$ cat config.mk
export PLATFORM = sky130hd
export DESIGN_NAME = stop_and_wait_receiver_unit
export DESIGN_NICKNAME = d
export VERILOG_FILES = /design/src/rtl/swr_pkg.sv /design/src/rtl/swr_frame.sv /design/src/rtl/swr_result_fifo.sv /design/src/rtl/stop_and_wait_receiver_unit.sv
export SDC_FILE = /design/constraint.sdc
export NUM_CORES = 1
export LEC_CHECK = 0
export BUFFER_PORTS_ARGS = -buffer_cell sky130_fd_sc_hd__buf_2
export CORE_MARGIN = 2
export CORE_UTILIZATION = 50
export DETAILED_ROUTE_END_ITERATION = 8
export GPL_ROUTABILITY_DRIVEN = 0
export PLACE_DENSITY = 0.66
export REMOVE_ABC_BUFFERS = 1
export SETUP_SLACK_MARGIN = 0.05
export SLEW_MARGIN = 40
export SYNTH_ARGS = -nofsm -noshare
export SYNTH_HDL_FRONTEND = slang
export SYNTH_HIERARCHICAL = 1
export SYNTH_SLANG_ARGS = --single-unit
$ cat constraint.sdc
create_clock -name clk -period 19 [get_ports clk]
set_clock_uncertainty 0.15 [all_clocks]
set_input_delay 3.8 -clock clk [delete_from_list [all_inputs] [get_ports clk]]
set_output_delay 3.8 -clock clk [all_outputs]
set_load 0.01 [all_outputs]
$ cat src/rtl/swr_pkg.sv
package swr_pkg;

  // result kinds
  localparam logic [1:0] KIND_PAYLOAD = 2'd0;
  localparam logic [1:0] KIND_ACK     = 2'd1;
  localparam logic [1:0] KIND_NAK     = 2'd2;
  localparam logic [1:0] KIND_DROP    = 2'd3;

  // datagram layout
  localparam logic [14:0] HDR_BYTES  = 15'd6;
  localparam logic [14:0] POS_CSUM   = 15'd0;
  localparam logic [14:0] POS_FLAG   = 15'd1;
  localparam logic [14:0] POS_SEQ_HI = 15'd2;
  localparam logic [14:0] POS_SEQ_LO = 15'd3;
  localparam logic [14:0] POS_LEN_HI = 15'd4;
  localparam logic [14:0] POS_LEN_LO = 15'd5;
  localparam logic [14:0] POS_MAX    = 15'h7fff;
  localparam logic [7:0]  LAST_MARK  = 8'h41;
  localparam logic [7:0]  SUM_GOOD   = 8'hff;

  typedef struct packed {
    logic [7:0] rx_byte;
    logic       end_of_datagram;
  } swr_in_t;

  typedef struct packed {
    logic [1:0]  kind;
    logic [7:0]  payload_byte;
    logic [13:0] ack_seq;
    logic        final_packet;
    logic        run_end;
  } swr_out_t;

  // which result slots one byte fills
  typedef struct packed {
    logic payload;
    logic verdict;
  } swr_push_t;

endpackage

$ cat src/rtl/swr_frame.sv
module swr_frame
  import swr_pkg::*;
(
  input  logic      clk,
  input  logic      rst_n,
  input  logic      step,
  input  swr_in_t   item,
  output swr_push_t push,
  output swr_out_t  res_payload,
  output swr_out_t  res_verdict
);

  logic [13:0] exp_seq_r, exp_seq_nxt;
  logic [14:0] pos_r, pos_nxt;
  logic [7:0]  sum_r, sum_nxt;
  logic [13:0] cseq_r, cseq_nxt;
  logic [13:0] len_r, len_nxt;
  logic        flag_r, flag_nxt;

  logic        in_hdr;
  logic        in_body;
  logic [14:0] body_pos;
  logic [8:0]  sum_raw;
  logic [7:0]  sum_add;
  logic [6:0]  low7;
  logic        eod;
  logic        seq_match;
  logic        sum_ok;

  assign eod      = item.end_of_datagram;
  assign low7     = item.rx_byte[6:0];
  assign in_hdr   = (pos_r < HDR_BYTES);
  assign body_pos = pos_r - HDR_BYTES;
  assign in_body  = !in_hdr && (body_pos < {1'b0, len_r});

  // ones-complement add with end-around carry
  assign sum_raw = {1'b0, sum_r} + {1'b0, item.rx_byte};
  assign sum_add = sum_raw[7:0] + {7'd0, sum_raw[8]};

  // header capture and running sum
  always_comb begin
    sum_nxt  = sum_r;
    cseq_nxt = cseq_r;
    len_nxt  = len_r;
    flag_nxt = flag_r;
    if (in_hdr || in_body) begin
      sum_nxt = sum_add;
    end
    if (in_hdr) begin
      unique case (pos_r)
        POS_FLAG:   flag_nxt = (item.rx_byte == LAST_MARK);
        POS_SEQ_HI: cseq_nxt = {low7, 7'd0};
        POS_SEQ_LO: cseq_nxt = {cseq_r[13:7], low7};
        POS_LEN_HI: len_nxt  = {low7, 7'd0};
        POS_LEN_LO: len_nxt  = {len_r[13:7], low7};
        default:    ;
      endcase
    end
  end

  assign seq_match = (cseq_nxt == exp_seq_r);
  assign sum_ok    = (sum_nxt == SUM_GOOD);

  // results for this byte
  always_comb begin
    push.payload = in_body;
    push.verdict = eod;

    res_payload.kind         = KIND_PAYLOAD;
    res_payload.payload_byte = item.rx_byte;
    res_payload.ack_seq      = 14'd0;
    res_payload.final_packet = 1'b0;
    res_payload.run_end      = !eod;

    res_verdict.payload_byte = 8'd0;
    res_verdict.ack_seq      = 14'd0;
    res_verdict.final_packet = 1'b0;
    res_verdict.run_end      = 1'b1;
    if (!seq_match) begin
      res_verdict.kind = KIND_DROP;
    end else if (sum_ok) begin
      res_verdict.kind         = KIND_ACK;
      res_verdict.ack_seq      = cseq_nxt;
      res_verdict.final_packet = flag_nxt;
    end else begin
      res_verdict.kind = KIND_NAK;
    end
  end

  // position advance and expected sequence
  always_comb begin
    pos_nxt     = (pos_r < POS_MAX) ? pos_r + 15'd1 : pos_r;
    exp_seq_nxt = exp_seq_r;
    if (eod && seq_match && sum_ok) begin
      exp_seq_nxt = exp_seq_r + 14'd1;
    end
  end

  // state registers; the datagram state is cleared at end of datagram
  always_ff @(posedge clk) begin
    if (!rst_n) begin
      exp_seq_r <= '0;
      pos_r     <= '0;
      sum_r     <= '0;
      cseq_r    <= '0;
      len_r     <= '0;
      flag_r    <= 1'b0;
    end else if (step) begin
      exp_seq_r <= exp_seq_nxt;
      if (eod) begin
        pos_r  <= '0;
        sum_r  <= '0;
        cseq_r <= '0;
        len_r  <= '0;
        flag_r <= 1'b0;
      end else begin
        pos_r  <= pos_nxt;
        sum_r  <= sum_nxt;
        cseq_r <= cseq_nxt;
        len_r  <= len_nxt;
        flag_r <= flag_nxt;
      end
    end
  end

endmodule

$ cat src/rtl/swr_result_fifo.sv
module swr_result_fifo
  import swr_pkg::*;
#(
  parameter int DEPTH = 4
) (
  input  logic      clk,
  input  logic      rst_n,
  input  swr_push_t push,
  input  swr_out_t  res_payload,
  input  swr_out_t  res_verdict,
  output logic      room_for_two,
  output logic      out_valid,
  input  logic      out_ready,
  output swr_out_t  out_data
);

  localparam int PW = $clog2(DEPTH);
  localparam int CW = $clog2(DEPTH + 1);
  localparam logic [CW-1:0] ROOM_LIMIT = CW'(DEPTH - 2);

  swr_out_t        mem_r [DEPTH];
  logic [PW-1:0]   wr_ptr_r, wr_ptr_nxt;
  logic [PW-1:0]   rd_ptr_r, rd_ptr_nxt;
  logic [CW-1:0]   count_r, count_nxt;
  logic [PW-1:0]   wr_second;
  logic            pop;
  logic [1:0]      n_push;
  swr_out_t        first_res;

  assign room_for_two = (count_r <= ROOM_LIMIT);
  assign out_valid    = (count_r != '0);
  assign out_data     = mem_r[rd_ptr_r];
  assign pop          = out_valid && out_ready;

  // payload result goes ahead of the verdict
  assign first_res = push.payload ? res_payload : res_verdict;
  assign n_push    = {1'b0, push.payload} + {1'b0, push.verdict};
  assign wr_second = (wr_ptr_r == PW'(DEPTH - 1)) ? '0 : wr_ptr_r + PW'(1);

  // pointer and occupancy update
  always_comb begin
    wr_ptr_nxt = wr_ptr_r;
    if (n_push == 2'd1) begin
      wr_ptr_nxt = wr_second;
    end else if (n_push == 2'd2) begin
      wr_ptr_nxt = (wr_second == PW'(DEPTH - 1)) ? '0 : wr_second + PW'(1);
    end
    rd_ptr_nxt = rd_ptr_r;
    if (pop) begin
      rd_ptr_nxt = (rd_ptr_r == PW'(DEPTH - 1)) ? '0 : rd_ptr_r + PW'(1);
    end
    count_nxt = count_r + CW'(n_push) - CW'(pop);
  end

  always_ff @(posedge clk) begin
    if (!rst_n) begin
      wr_ptr_r <= '0;
      rd_ptr_r <= '0;
      count_r  <= '0;
    end else begin
      wr_ptr_r <= wr_ptr_nxt;
      rd_ptr_r <= rd_ptr_nxt;
      count_r  <= count_nxt;
    end
  end

  // result storage
  always_ff @(posedge clk) begin
    if (n_push != 2'd0) begin
      mem_r[wr_ptr_r] <= first_res;
    end
    if (n_push == 2'd2) begin
      mem_r[wr_second] <= res_verdict;
    end
  end

endmodule

$ cat src/rtl/stop_and_wait_receiver_unit.sv
// an accepted byte is held in the input register, then its results are written
// to the result queue; one byte per cycle while the queue has room for two
// results; a byte carrying both a payload result and a verdict fills two entries of a four-entry queue
// reset: synchronous active-low rst_n clears the expected sequence, the
// datagram state, the input valid bit and the result queue
module stop_and_wait_receiver_unit
  import swr_pkg::*;
#(
  parameter int QUEUE_DEPTH = 4
) (
  input  logic     clk,
  input  logic     rst_n,
  input  logic     in_valid,
  output logic     in_ready,
  input  swr_in_t  in_data,
  output logic     out_valid,
  input  logic     out_ready,
  output swr_out_t out_data
);

  logic      in_valid_r;
  swr_in_t   in_data_r;
  logic      room_for_two;
  logic      step;
  swr_push_t push_raw;
  swr_push_t push;
  swr_out_t  res_payload;
  swr_out_t  res_verdict;

  // the registered byte is processed when the queue can take both results
  assign step     = in_valid_r && room_for_two;
  assign in_ready = !in_valid_r || step;

  // input register
  always_ff @(posedge clk) begin
    if (!rst_n) begin
      in_valid_r <= 1'b0;
    end else if (in_ready) begin
      in_valid_r <= in_valid;
    end
  end

  always_ff @(posedge clk) begin
    if (in_ready && in_valid) begin
      in_data_r <= in_data;
    end
  end

  swr_frame u_frame (
    .clk         (clk),
    .rst_n       (rst_n),
    .step        (step),
    .item        (in_data_r),
    .push        (push_raw),
    .res_payload (res_payload),
    .res_verdict (res_verdict)
  );

  // gate result pushes with the step
  assign push.payload = push_raw.payload && step;
  assign push.verdict = push_raw.verdict && step;

  swr_result_fifo #(
    .DEPTH (QUEUE_DEPTH)
  ) u_result_fifo (
    .clk          (clk),
    .rst_n        (rst_n),
    .push         (push),
    .res_payload  (res_payload),
    .res_verdict  (res_verdict),
    .room_for_two (room_for_two),
    .out_valid    (out_valid),
    .out_ready    (out_ready),
    .out_data     (out_data)
  );

endmodule

* Yosys cells after proc, flatten, opt, wreduce, memory -nomap -nowiden
Memory sizes are Yosys's and may differ from the RTL's. A register that Yosys moved wholly into a read port is not among the register bits.
Cells that the tools add are included.
** Storage, ports and cells
- Register bits after elaboration :: 83
- RAM bits :: 104
- Bits of input ports :: 13
- Word-level logic and storage cells :: 96
- Memories :: 1
** Operators by class
- Add/sub/neg operators :: 11
- Order comparisons :: 4
- Equal/unequal tests :: 14
- Muxes and demuxes :: 29
- Reduce and logical (&&, ||, !) cells :: 24
** Memories
- u_result_fifo.mem_r :: depth 4, width 26, rd ports 1, clocked after Yosys merged registers in 1, write ports 2, RTL line swr_result_fifo.sv:21 : swr_out_t mem_r [DEPTH];
** Operators with widths (number)
- 2-to-1 mux 15 bit :: 4
- 2-to-1 mux 14 bit :: 4
- one-hot mux 14 bit (2 select lines) :: 2
- == test 15 x 2 -> 1 bit, second input constant :: 2
- == test 15 x 3 -> 1 bit, second input constant :: 2
- 2-to-1 mux 26 bit :: 1
- 2-to-1 mux 2 bit :: 9
- 2-to-1 mux 8 bit :: 2
- adder 15 x 1 -> 15 bit, second input constant :: 1
- == test 15 x 1 -> 1 bit, second input constant :: 1
- less-than comparator 15 x 14 -> 1 bit :: 1
- less-than comparator 15 bit, second input constant :: 1
- less-than comparator 15 x 3 -> 1 bit, second input constant :: 1
- subtractor 15 x 3 -> 15 bit, second input constant :: 1
- adder 14 x 1 -> 14 bit, second input constant :: 1
- == test 14 bit :: 1
- nonzero test 2 bit :: 5
- adder 8 x 8 -> 9 bit :: 1
- adder 8 x 1 -> 8 bit :: 1
- == test 2 bit, second input constant :: 4
- == test 8 x 7 -> 1 bit, second input constant :: 1
- == test 8 bit, second input constant :: 1
- logical AND 1 bit :: 8
- 2-to-1 mux 1 bit :: 7
- other kinds (13) :: 20

* Longest topological paths before layout
- Depth after elaboration :: 9
- Depth in mapped cells :: 23
- Depth with buffers taken out :: 21

* By module
The synthesis kept the hierarchy.
** By module, submodules not included
- swr_result_fifo :: times used 1, cells an instance 326, area each 5868.1 um^2
- swr_frame :: times used 1, cells an instance 637, area each 4906.0 um^2
- stop_and_wait_receiver_unit :: times used 1, cells an instance 17, area each 350.3 um^2

* Least setup slack after synthesis
OpenSTA, ideal clock, no wires.
- Kind :: flip-flop to flip-flop
- Start :: register u_frame.pos_r[3]
- End :: memory u_result_fifo/mem_r[0][0] in the netlist's numbering (enable)
- Library setup time :: 445 ps
- Arrival :: 5356 ps
- Required time :: 18405 ps
- Setup slack :: 13048 ps
- Stages on the path, launching flop included :: 18
- Clock period less this slack :: 5952 ps
- Cells stage by stage :: dfxtp_1 buf_2 or4_1 or3_1 or4_1 xnor2_1 ha_1 nand3_1 nor2_1 a221oi_1 o2111a_1 o31ai_1 nor2_1 buf_4 and3_2 inv_2 ha_1 o21ai_0
** RTL lines
- from (decl) :: RTL line swr_frame.sv:14 : logic [14:0] pos_r, pos_nxt;
- from (signal assigned) :: RTL line swr_frame.sv:117 : pos_r <= pos_nxt;
- to (decl) :: RTL line swr_result_fifo.sv:21

==> impl_results.md <==
* Reg-to-reg startpoint: in_data_r[2]$_DFFE_PP_
* Status: finished, final reports clean
* Gr usage total at 0.2074
* Wire per inst at 18.54 µm
* Fmax achieved at 169.3 MHz
* Final setup fails at 0
* Worst vdd rail ir drop at 0.07694 mV
* Total gr overflow at 0
* Clock transition at the registers of the reported paths at 0.08 ns
* Hold crit path type: flop to flop
* Post-route cell area at 11980 µm²
* Core Box Area at 21820 µm²
* CP Capture Type: output pin
* Vias per cell at 5.771
* Number of synthesized flops with an enable pin at 113
* Clk Tree Root Cell: clkbuf_16
* Skew-Pair Late Insertion Delay at 0.44 ns
* Num CTS Buffers at 17
* # Post-CTS Setup Buffers at 0
* Worst path required time at 15.05 ns
* Vias at 7416
* Period utilization at 0.3109
* Drt pass-1 iters at 6
* CP max FO at 26
* Hold_ws at 0.3028 ns
* Minimum clock period at 5.908 ns
* Share of cells above drive strength 1 at 0.2249
* Hold Violations, Final at 0
* Power Total at 0.9901 mW
* Die Width at 153.2 µm
* Sequential Area at 4920 µm²
* Diodes inserted at 0
* Synth top area share at 0.3050
* Slew HR at 0.4995
* Simple-Gate Fraction of Synth Area at 0.1343
* Die height at 153.2 µm
* Syn Area/Cell at 11.35 µm²
* Filler cell count at 1864
* Post-synthesis mux area share at 0.1820
* Distinct cells, synth at 81
* Post-Route Setup TNS at 0 ns
* Area of the multi-input gates at 5563 µm²
* R2r setup slk at 13.34 ns
* Launch point of the worst hold path: u_frame/len_r[4]$_SDFFE_PN0P_
* Synth async-reset ratio at 0
* Synth Instances at 980
* Synth Area in XOR/XNOR at 0.03678
* First-pass GRT wire length at 38.75 mm
* Initial core utilization at 0.5097
* Final non-filler cell total at 1285
* Initial DRC count at 464
* RSZ-0062 raised after global routing: false
* #FFs+latches synth at 189
* Synth Area in Compound Gates at 0.08492
* CTS tree: yes
* Leading area contributor after synthesis: edfxtp_1
* Die area at 23460 µm²
* ANT nets after route at 0
* Adder-Cell Fraction of Synth Area at 0.05196
* Post-Syn Area at 11120 µm²
* Commonest non-fill, non-tap cell in the layout: edfxtp_1
* Largest net degree at the start of global routing at 41
* Initial antenna violation count at 0
* HPWL after detailed placement at 15.99 mm
* Largest family of logic cells by synthesized area: multiplexers
* Max_cap viols at 0
* CTS Buffer Depth at 2
* Clock H-tree levels at 4
* Pleak at 4.443 nW
* CTS-repair resized insts at 0
* Placed Cells at 1253
* Hold depth at 2
* Dpl cell area at 11370 µm²
* Routed WL at 23.82 mm
* Port Buffers at 40
* PwrDens at 82.65 nW/µm²
* Sink Count at 189
* Register area share after synthesis at 0.4418
* Commonest non-fill, non-tap cells in the layout: 113 x edfxtp_1, 86 x nor2_1, 79 x mux2_2
* I/O pin cnt at 41
* Leading post-synthesis cells by cell area: edfxtp_1 31%, dfxtp_1 14%, mux2_2 8.0%, ha_1 4.8%, mux4_1 3.3%
* DRC viols at 0
* Hold-fix buffers at CTS at 0
* Post-place setup slack at 13.33 ns
* Setup ws final at 13.09 ns
* Core Rows at 54
* Final layout net count at 1050
* Startpoint types: flop
* Max-slew violations at 0
* Synth warn at 6
* Worst Tran Pin Value at 0.7508 ns
* Worst EP arrival at 1.96 ns
* Crit Path Class: flop to output pin
* Vias in the first global route at 7234
* Layout Utilization at 0.5489
* R2r worst-path depth at 16
* Area Overhead vs Synth at 7.682%
* Synth Flop Type: edfxtp_1
flip-flops by register name, indices dropped and copies added (netlist names), 2 cells and up, named ones only:
name                    cells
in_data_r                   9
u_frame/cseq_r             14
u_frame/exp_seq_r          14
u_frame/len_r              14
u_frame/pos_r              15
u_frame/sum_r               8
u_result_fifo/count_r       3
u_result_fifo/mem_r       104
u_result_fifo/rd_ptr_r      2
u_result_fifo/wr_ptr_r      2
cell usage after synthesis (14+ instances only):
| cell | number |
|---|---|
| a21oi_1 | 31 |
| a22oi_1 | 36 |
| buf_4 | 37 |
| clkbuf_1 | 26 |
| dfxtp_1 | 76 |
| edfxtp_1 | 113 |
| ha_1 | 43 |
| inv_1 | 45 |
| mux2_2 | 79 |
| mux2_4 | 20 |
| mux2i_1 | 14 |
| mux4_1 | 14 |
| nand2_1 | 62 |
| nand2b_1 | 20 |
| nand3_1 | 28 |
| nor2_1 | 86 |
| nor3_1 | 16 |
| o21ai_0 | 19 |
| xnor2_1 | 21 |
| xor2_1 | 23 |
layer usage:
layer  vias to the layer above  part of all wire  track usage  wire [µm]
met4                         0             0.013      0.05247        298
li1                       3564                 -            -          -
met2                       176              0.49       0.3550      11630
met1                      3651              0.45       0.2742      10820
met5                         -                 0            0          0
met3                        25             0.045      0.03601       1072
critical path, stage by stage, from the launching register on:
cell and delay [ns]:
dfxtp_4 0.67, mux4_1 0.67, buf_2 0.17
final cells by class:
class / instances / area share
clock buffer: 17 / 0.03551
clock inverter: 15 / 0.01546
inverter: 46 / 0.01441
multi-input combinational: 684 / 0.4644
sequential: 189 / 0.4107
tap: 280 / 0.02925
timing repair buffer: 54 / 0.03029
where the power goes:
part	internal, mW	leakage [nW]	total [mW]	switching, mW
logic	0.0753	2.43	0.149	0.0736
registers	0.447	1.72	0.478	0.0312
clock network	0.179	0.293	0.363	0.184
total	0.702	4.44	0.990	0.288
final timing paths:
| kind | to |
|---|---|
| max | out_data[22] |
| min | u_frame/len_r[4]$_SDFFE_PN0P_ |
| max reg2reg | u_result_fifo/mem_r[0][11]$_DFFE_PP_ |
| min reg2reg | u_frame/len_r[4]$_SDFFE_PN0P_ |
logic make-up after synthesis:
family                     count (synthesis)
and+or+nand+nor                          291
DFF                                      189
muxes                                    144
AOI/OAI and AO/OA                        133
buffers and inverters                    131
adders and majority gates                 45
xor gates and xnor gates                  45
other                                      2
Power figures use the tool's default switching activity.
